===== config.mk =====
export PLATFORM = sky130hd
export DESIGN_NAME = hbfr_ctrl
export DESIGN_NICKNAME = d
export VERILOG_FILES = /design/src/hdl/hbfr_pkg.sv /design/src/hdl/hbfr_ctrl.sv
export SDC_FILE = /design/constraint.sdc
export NUM_CORES = 1
export LEC_CHECK = 0
export ABC_AREA = 0
export BUFFER_PORTS_ARGS = -buffer_cell sky130_fd_sc_hd__buf_2
export CAP_MARGIN = 10
export CORE_AREA = 5 5 42 44
export CTS_CLUSTER_DIAMETER = 80
export DETAILED_ROUTE_END_ITERATION = 16
export DIE_AREA = 0 0 47 49
export SYNTH_ARGS = -nofsm -noshare
export SYNTH_HDL_FRONTEND = slang
export SYNTH_SLANG_ARGS = --single-unit

===== constraint.sdc =====
create_clock -name clk -period 2.21 [get_ports clk]
set_input_delay 0.442 -clock clk [delete_from_list [all_inputs] [get_ports clk]]
set_output_delay 0.442 -clock clk [all_outputs]
set_load 0.02 [all_outputs]

===== src/hdl/hbfr_pkg.sv =====
package hbfr_pkg;

    localparam int MAX_SIZE_BITS_DEF = 10;
    localparam int ROW_BYTES = 16;
    localparam int SIZE_W = 4;
    localparam int SIZE_BITS_RESET = 10;

    localparam logic [1:0] OP_LOOKUP = 2'd0;
    localparam logic [1:0] OP_WRITE = 2'd1;
    localparam logic [1:0] OP_READ = 2'd2;

    typedef enum logic [2:0] {
        ST_CLEAR = 3'b001,
        ST_IDLE = 3'b010,
        ST_EVAL = 3'b100
    } state_t;

    typedef struct packed {
        logic clear;
        logic accept;
        logic commit;
    } cmd_t;

    typedef struct packed {
        logic clear_last;
    } sts_t;

endpackage


===== src/hdl/hbfr_ctrl.sv =====
module hbfr_ctrl (
    input  logic              clk,
    input  logic              rst_n,
    input  logic              in_valid,
    output logic              in_ready,
    output logic              out_valid,
    input  logic              out_ready,
    input  hbfr_pkg::sts_t    sts,
    output hbfr_pkg::cmd_t    cmd
);

    hbfr_pkg::state_t state_reg;
    hbfr_pkg::state_t state_next;
    logic out_valid_reg;
    logic out_valid_next;

    always_comb
    begin
        state_next = state_reg;
        cmd = '0;
        in_ready = 1'b0;
        unique case (state_reg)
            hbfr_pkg::ST_CLEAR:
            begin
                cmd.clear = 1'b1;
                if (sts.clear_last)
                begin
                    state_next = hbfr_pkg::ST_IDLE;
                end
            end
            hbfr_pkg::ST_IDLE:
            begin
                in_ready = 1'b1;
                cmd.accept = in_valid;
                if (in_valid)
                begin
                    state_next = hbfr_pkg::ST_EVAL;
                end
            end
            hbfr_pkg::ST_EVAL:
            begin
                // result register must be free or emptying this cycle
                cmd.commit = !out_valid_reg || out_ready;
                if (cmd.commit)
                begin
                    state_next = hbfr_pkg::ST_IDLE;
                end
            end
            default:
            begin
                state_next = hbfr_pkg::ST_CLEAR;
            end
        endcase
    end

    always_comb
    begin
        priority if (cmd.commit)
        begin
            out_valid_next = 1'b1;
        end
        else if (out_ready)
        begin
            out_valid_next = 1'b0;
        end
        else
        begin
            out_valid_next = out_valid_reg;
        end
    end

    always_ff @(posedge clk or negedge rst_n)
    begin
        if (!rst_n)
        begin
            state_reg <= hbfr_pkg::ST_CLEAR;
            out_valid_reg <= 1'b0;
        end
        else
        begin
            state_reg <= state_next;
            out_valid_reg <= out_valid_next;
        end
    end

    assign out_valid = out_valid_reg;

endmodule


==> flow_summary.json, run 1 <==
{
  "wirelength_um": 557,
  "io_buffer_count": 9,
  "slew_violations": 0,
  "slew_headroom": 0.850,
  "final_antenna_net_count": 0,
  "p_leak_nw": 0.156,
  "finalSetupTns_ps": 0,
  "finalSetupViolations": 0,
  "hpwl_um": 437,
  "fillerInstances": 164,
  "yosysMostFrequentCell": "dfrtp_1",
  "initial_core_util": 0.152,
  "fin_hold_ws_ps": 499,
  "finalHoldViolCount": 0,
  "arrival_ps": 1300,
  "worst_pin_slew_ps": 224,
  "io_pins": 10,
  "vias_per_cell": 4.12,
  "p_sw_mw": 0.145,
  "antenna_cells": 0,
  "ys_types": 16,
  "syn_area_um2": 213,
  "grt_pass1_wl_um": 966,
  "core.rowCount": 14,
  "dieArea_um2": 2300,
  "grt_max_degree": 7,
  "period_minus_slack_ps": 1740,
  "cts-root-buf": "clkbuf_4",
  "critPathKind": "reg -> out",
  "hp-class": "in -> reg",
  "yosysWarnings": 0,
  "fmax_mhz": 575,
  "dr.pass1.iters": 4,
  "dp_cells": 47,
  "track_usage": 0.0621,
  "synth_top_cell_by_area": "dfrtp_1",
  "syn-num-nets": 28,
  "clk_pin_slew_worst_paths_ps": 40,
  "cp-end-kind": "output port",
  "swShare": 0.386,
  "synth_cells": 23,
  "pwr-share-clk": 0.272,
  "critPathLaunchType": "flop",
  "seqCellArea_um2": 101,
  "fp.coreArea_um2": 1400,
  "gp_congestion": 0.674,
  "htree_levels": 1,
  "drc_errors": 0,
  "yosys.area.top_type_share": 0.353,
  "peakVddDrop_v": 0.000348,
  "rsz0062_at_grt": "no",
  "largest_register_ffs": 3,
  "cts_tree": "yes",
  "cts_made_buffers": 3,
  "p_comb_frac": 0.383,
  "seqPwrFrac": 0.345,
  "cts_buffer_depth": 2,
  "drive_gt1_frac": 0.389,
  "async_flop_share": 1.00,
  "clkSinkCount": 4,
  "worstPathRequired_ps": 1770,
  "grt_pass1_vias": 228,
  "worst_slack_ps": 472,
  "post_drt_wl_per_cell_um": 10.7,
  "die_h_um": 49,
  "dp_slack_ps": 719,
  "seq_area_frac_synth": 0.476,
  "final_cells": 52,
  "synth-main-ff-cell": "dfrtp_1",
  "timing.final.crit_share": 0.786,
  "antenna_found_initial": 0,
  "multiInputGateArea_um2": 100,
  "skew_ps": 3.06,
  "crit_fanout": 5,
  "ys_ff_latch": 4,
  "final_nets": 42,
  "yosys-top-cells-area": "dfrtp_1, dfstp_2, nand3b_1",
  "fp.dieW_um": 47,
  "powerDensity_nw_per_um2": 1230,
  "overflow": 0,
  "clock_latency_ps": 240,
  "status": "complete, no violations",
  "vias": 214,
  "max_cap_viol_count": 0,
  "drtIter0Drc": 11,
  "postSynthAreaPerCell_um2": 9.25,
  "cts_resized": 0,
  "internal-power_mw": 0.231,
  "syn_to_final_growth_pct": 44.1,
  "synth_edf_count": 0
}
[worst paths after layout]
kind | depth (start not counted) | slack [ps] | startpoint | end
max in group asynchronous | 2 | 1460 | rst_n | state_reg[0]
worst min register to register | 1 | 530 | state_reg[0] | state_reg[2]
worst min-delay path | 3 | 500 | in_valid | state_reg[2]
worst max register to register | 3 | 1180 | state_reg[0] | state_reg[1]
worst max-delay path | 4 | 470 | state_reg[0] | cmd[1]
min in group asynchronous | 2 | 550 | rst_n | state_reg[1]
[cells in the final DEF (no fill, tap or decap)]
| cell type | count |
|---|---|
| nor2_1 | 2 |
| and2b_1 | 1 |
| clkbuf_4 | 3 |
| o21ai_1 | 2 |
| nor2_2 | 1 |
| dfstp_2 | 1 |
| nand2_1 | 1 |
| inv_1 | 1 |
| nand2b_1 | 2 |
| clkbuf_1 | 1 |
| a21oi_1 | 1 |
| dfrtp_1 | 3 |
| and2_1 | 1 |
| nand3_1 | 2 |
| buf_2 | 9 |
| nand3b_1 | 2 |
| o2bb2ai_1 | 1 |
| nor3b_1 | 1 |
| dlygate4sd3_1 | 1 |
[power groups by stage]
stage / Sequential [mW] / Clock (mW) / Combinational, mW
after CTS: 0.129 / 0.106 / 0.145
after global routing: 0.135 / 0.114 / 0.159
final: 0.130 / 0.102 / 0.144
after detailed placement: 0.131 / 0 / 0.142
after global placement: 0.128 / 0 / 0.140
after floorplan: 0.126 / 0 / 0.0999
[cell type report]
type / count / area share
clock buffer: 4 / 0.0857
inverter: 1 / 0.0122
multi-input combinational: 17 / 0.327
sequential: 4 / 0.331
tap: 16 / 0.0653
timing repair buffer: 10 / 0.180
[per-stage QoR]
step,utilization,instance area [µm²],total power [mW]
floorplan,-,213,0.226
global placement,0.193,270,0.268
detailed placement,0.193,270,0.272
CTS,0.219,307,0.380
global route,0.219,307,0.407
finish,0.219,307,0.376
[repair_timing]
action / 4_1_cts / 5_1_grt
setup buffers: 0 / 0
hold endpoints to repair: 3 / 0
endpoints found under the setup margin: 0 / 0
hold buffers: 1 / 0
[routing by layer]
metal,global-route usage,routed length (µm),vias up
met1,0.0754,233,96
met2,0.0747,270,15
met3,0.0111,53,0
met5,0,0,-
met4,0.0829,0,0
li1,-,-,103
[worst max-delay path: stages, from the launching register on]
cell and delay [ps]:
dfstp_2 550, nand2b_1 170, nor2_2 50, and2_1 140
buf_2 150
[cells by family (layout without fill, tap and decap cells)]
group                  Yosys count  count (layout)  share of synthesized area
AO/OA/AOI/OAI                    4               4                      0.112
AND/OR/NAND/NOR                 13              13                      0.359
flip-flops                       4               4                      0.476
buffers and inverters            2              15                     0.0529
Note: power is estimated with default switching activity, not from simulation.
==> inputs of run 2 (changes only) <==
==> constraint.sdc (replaced) <==
create_clock -name clk -period 1.6 [get_ports clk]
set_input_delay 0.32 -clock clk [delete_from_list [all_inputs] [get_ports clk]]
set_output_delay 0.32 -clock clk [all_outputs]
set_load 0.02 [all_outputs]
==> run 2 against run 1 <==
Net effect:
- sequential power is 53% higher
- critical endpoint unchanged
- largest power group unchanged
- worst setup slack got worse by 430 ps
- routed wire length decreased by 10%
- register-to-register slack worse by 580 ps
- core utilization up 1.6 points
- final cell count did not move
- critical path type unchanged
- count of clock-buffer cells in the layout is the same
==> flow_summary.json, run 2 (synthesis gave the netlist of run 1 again) <==
{
  "gp_congestion": 0.658,
  "syn_to_final_growth_pct": 54.7,
  "timing.final.crit_share": 0.975,
  "final_cell_mix": "buf_2, clkbuf_4",
  "slew_headroom": 0.861,
  "period_minus_slack_ps": 1560,
  "crit_fanout": 5,
  "critPathKind": "reg -> out",
  "grt_max_degree": 7,
  "hp-class": "in -> reg",
  "cts_buffer_depth": 2,
  "final_nets": 42,
  "hold_start": "in_valid",
  "final_cells": 52,
  "clkSinkCount": 4,
  "grt_pass1_wl_um": 828,
  "clk_pin_slew_worst_paths_ps": 30,
  "critPathLaunchType": "flop",
  "hpwl_um": 399,
  "slew_violations": 0,
  "dieArea_um2": 2300,
  "core.rowCount": 14,
  "skew_ps": 12.2,
  "grtUsageMet3": 0.0221,
  "grt_pass1_vias": 213,
  "utilization": 0.235,
  "hold_depth": 3,
  "initial_core_util": 0.152,
  "final_common_cell": "buf_2",
  "io_buffer_count": 9,
  "vias_per_cell": 4.02,
  "pwr-share-clk": 0.250,
  "internal-power_mw": 0.342,
  "cp-end-kind": "output port",
  "crit-reg2reg-capture": "state_reg[1]",
  "worst_pin_slew_ps": 209,
  "htree_levels": 1,
  "io_pins": 10,
  "cts_made_buffers": 3,
  "reg2reg_slack_ps": 600,
  "clock_latency_ps": 240,
  "arrival_ps": 1240,
  "dr.pass1.iters": 5,
  "grt_util_met2": 0.0701,
  "worstPathRequired_ps": 1280,
  "drive_gt1_frac": 0.500,
  "fmax_mhz": 641,
  "peakVddDrop_v": 0.000273,
  "p_leak_nw": 0.164,
  "finalSetupViolations": 0,
  "rr_startpoint": "state_reg[0]",
  "top_usage_layer": "met2",
  "cts-root-buf": "clkbuf_4",
  "p_sw_mw": 0.206,
  "track_usage": 0.0530,
  "finalPower_mw": 0.549,
  "die_h_um": 49,
  "use_met1": 0.0578,
  "whs_endpoint": "state_reg[2]",
  "fp.dieW_um": 47,
  "drc_errors": 0,
  "fp.coreArea_um2": 1400,
  "dp_cells": 47,
  "post_drt_wl_per_cell_um": 9.62,
  "cts_tree": "yes",
  "rsz0062_at_grt": "yes",
  "p_comb_frac": 0.386,
  "finalHoldViolCount": 0,
  "powerDensity_nw_per_um2": 1670,
  "seqPwrFrac": 0.363,
  "vias": 209,
  "swShare": 0.376,
  "wirelength_um": 500,
  "drtIter0Drc": 8,
  "final_antenna_net_count": 0,
  "r2r_cells": 3,
  "status": "complete, no violations",
  "finalSetupTns_ps": 0,
  "post_cts_buffers": 0,
  "antenna_found_initial": 0,
  "largest_register_ffs": 3,
  "max_cap_viol_count": 0,
  "overflow": 0,
  "antenna_cells": 0
}
==> run 2: cell types whose count changed in the layout (fill, tap and decap cells not counted) <==
cell      before  now
buf_2          9    7
and2_1         1    0
and2_4         0    1
buf_4          0    1
buf_6          0    1
dfrtp_1        3    2
dfrtp_2        0    1
nand2b_1       2    1
nand2b_4       0    1
nor2_1         2    1
nor2_2         1    2
==> run 2: final cells by class <==
cell class                 count  area [µm²]
fill                         169        1070
multi-input combinational     17         113
sequential                     4         103
timing repair buffer          10        63.8
clock buffer                   4        26.3
tap                           16        20.0
inverter                       1        3.75
==> run 2: critical path, stage by stage (launching register included) <==
cell	delay, ps
dfstp_2	570
nand2b_4	150
nor2_2	40
and2_4	140
buf_6	120
==> run 2: layer usage <==
| metal | wire length, µm | share of wire | up-vias |
|---|---|---|---|
| li1 | - | - | 105 |
| met1 | 223 | 0.45 | 97 |
| met2 | 246 | 0.49 | 7 |
| met3 | 31 | 0.062 | 0 |
| met4 | 0 | 0 | 0 |
| met5 | 0 | 0 | - |
==> run 2: power by group through the flow <==
stage	combinational (mW)	clock, mW	sequential [mW]
floorplan	0.138	0	0.175
global placement	0.188	0	0.185
detailed placement	0.191	0	0.186
CTS	0.203	0.144	0.192
global route	0.235	0.155	0.204
finish	0.212	0.137	0.199
==> run 2: metrics by stage <==
step                hold WS [ps]  setup slack [ps]  area (µm²)
floorplan                   24.4               213         213
global placement             126               228         270
detailed placement           126               219         270
CTS                          380              2.48         314
global route                 400             -8.30         329
finish                       394              39.4         329
==> run 2: worst max-delay path by stage <==
stage | from | to | slack [ps]
floorplan | state_reg[0] | cmd[2] | 210
global placement | state_reg[0] | cmd[1] | 230
detailed placement | state_reg[0] | cmd[1] | 220
CTS | state_reg[0] | cmd[1] | 2
global route | state_reg[1] | cmd[0] | -8
finish | state_reg[0] | cmd[1] | 40
==> run 2: timing repair <==
item,in CTS,in global routing
hold endpoints to repair,3,0
hold buffers,1,0
resized for setup,1,6
pin swaps,0,1
setup endpoints to repair,1,2
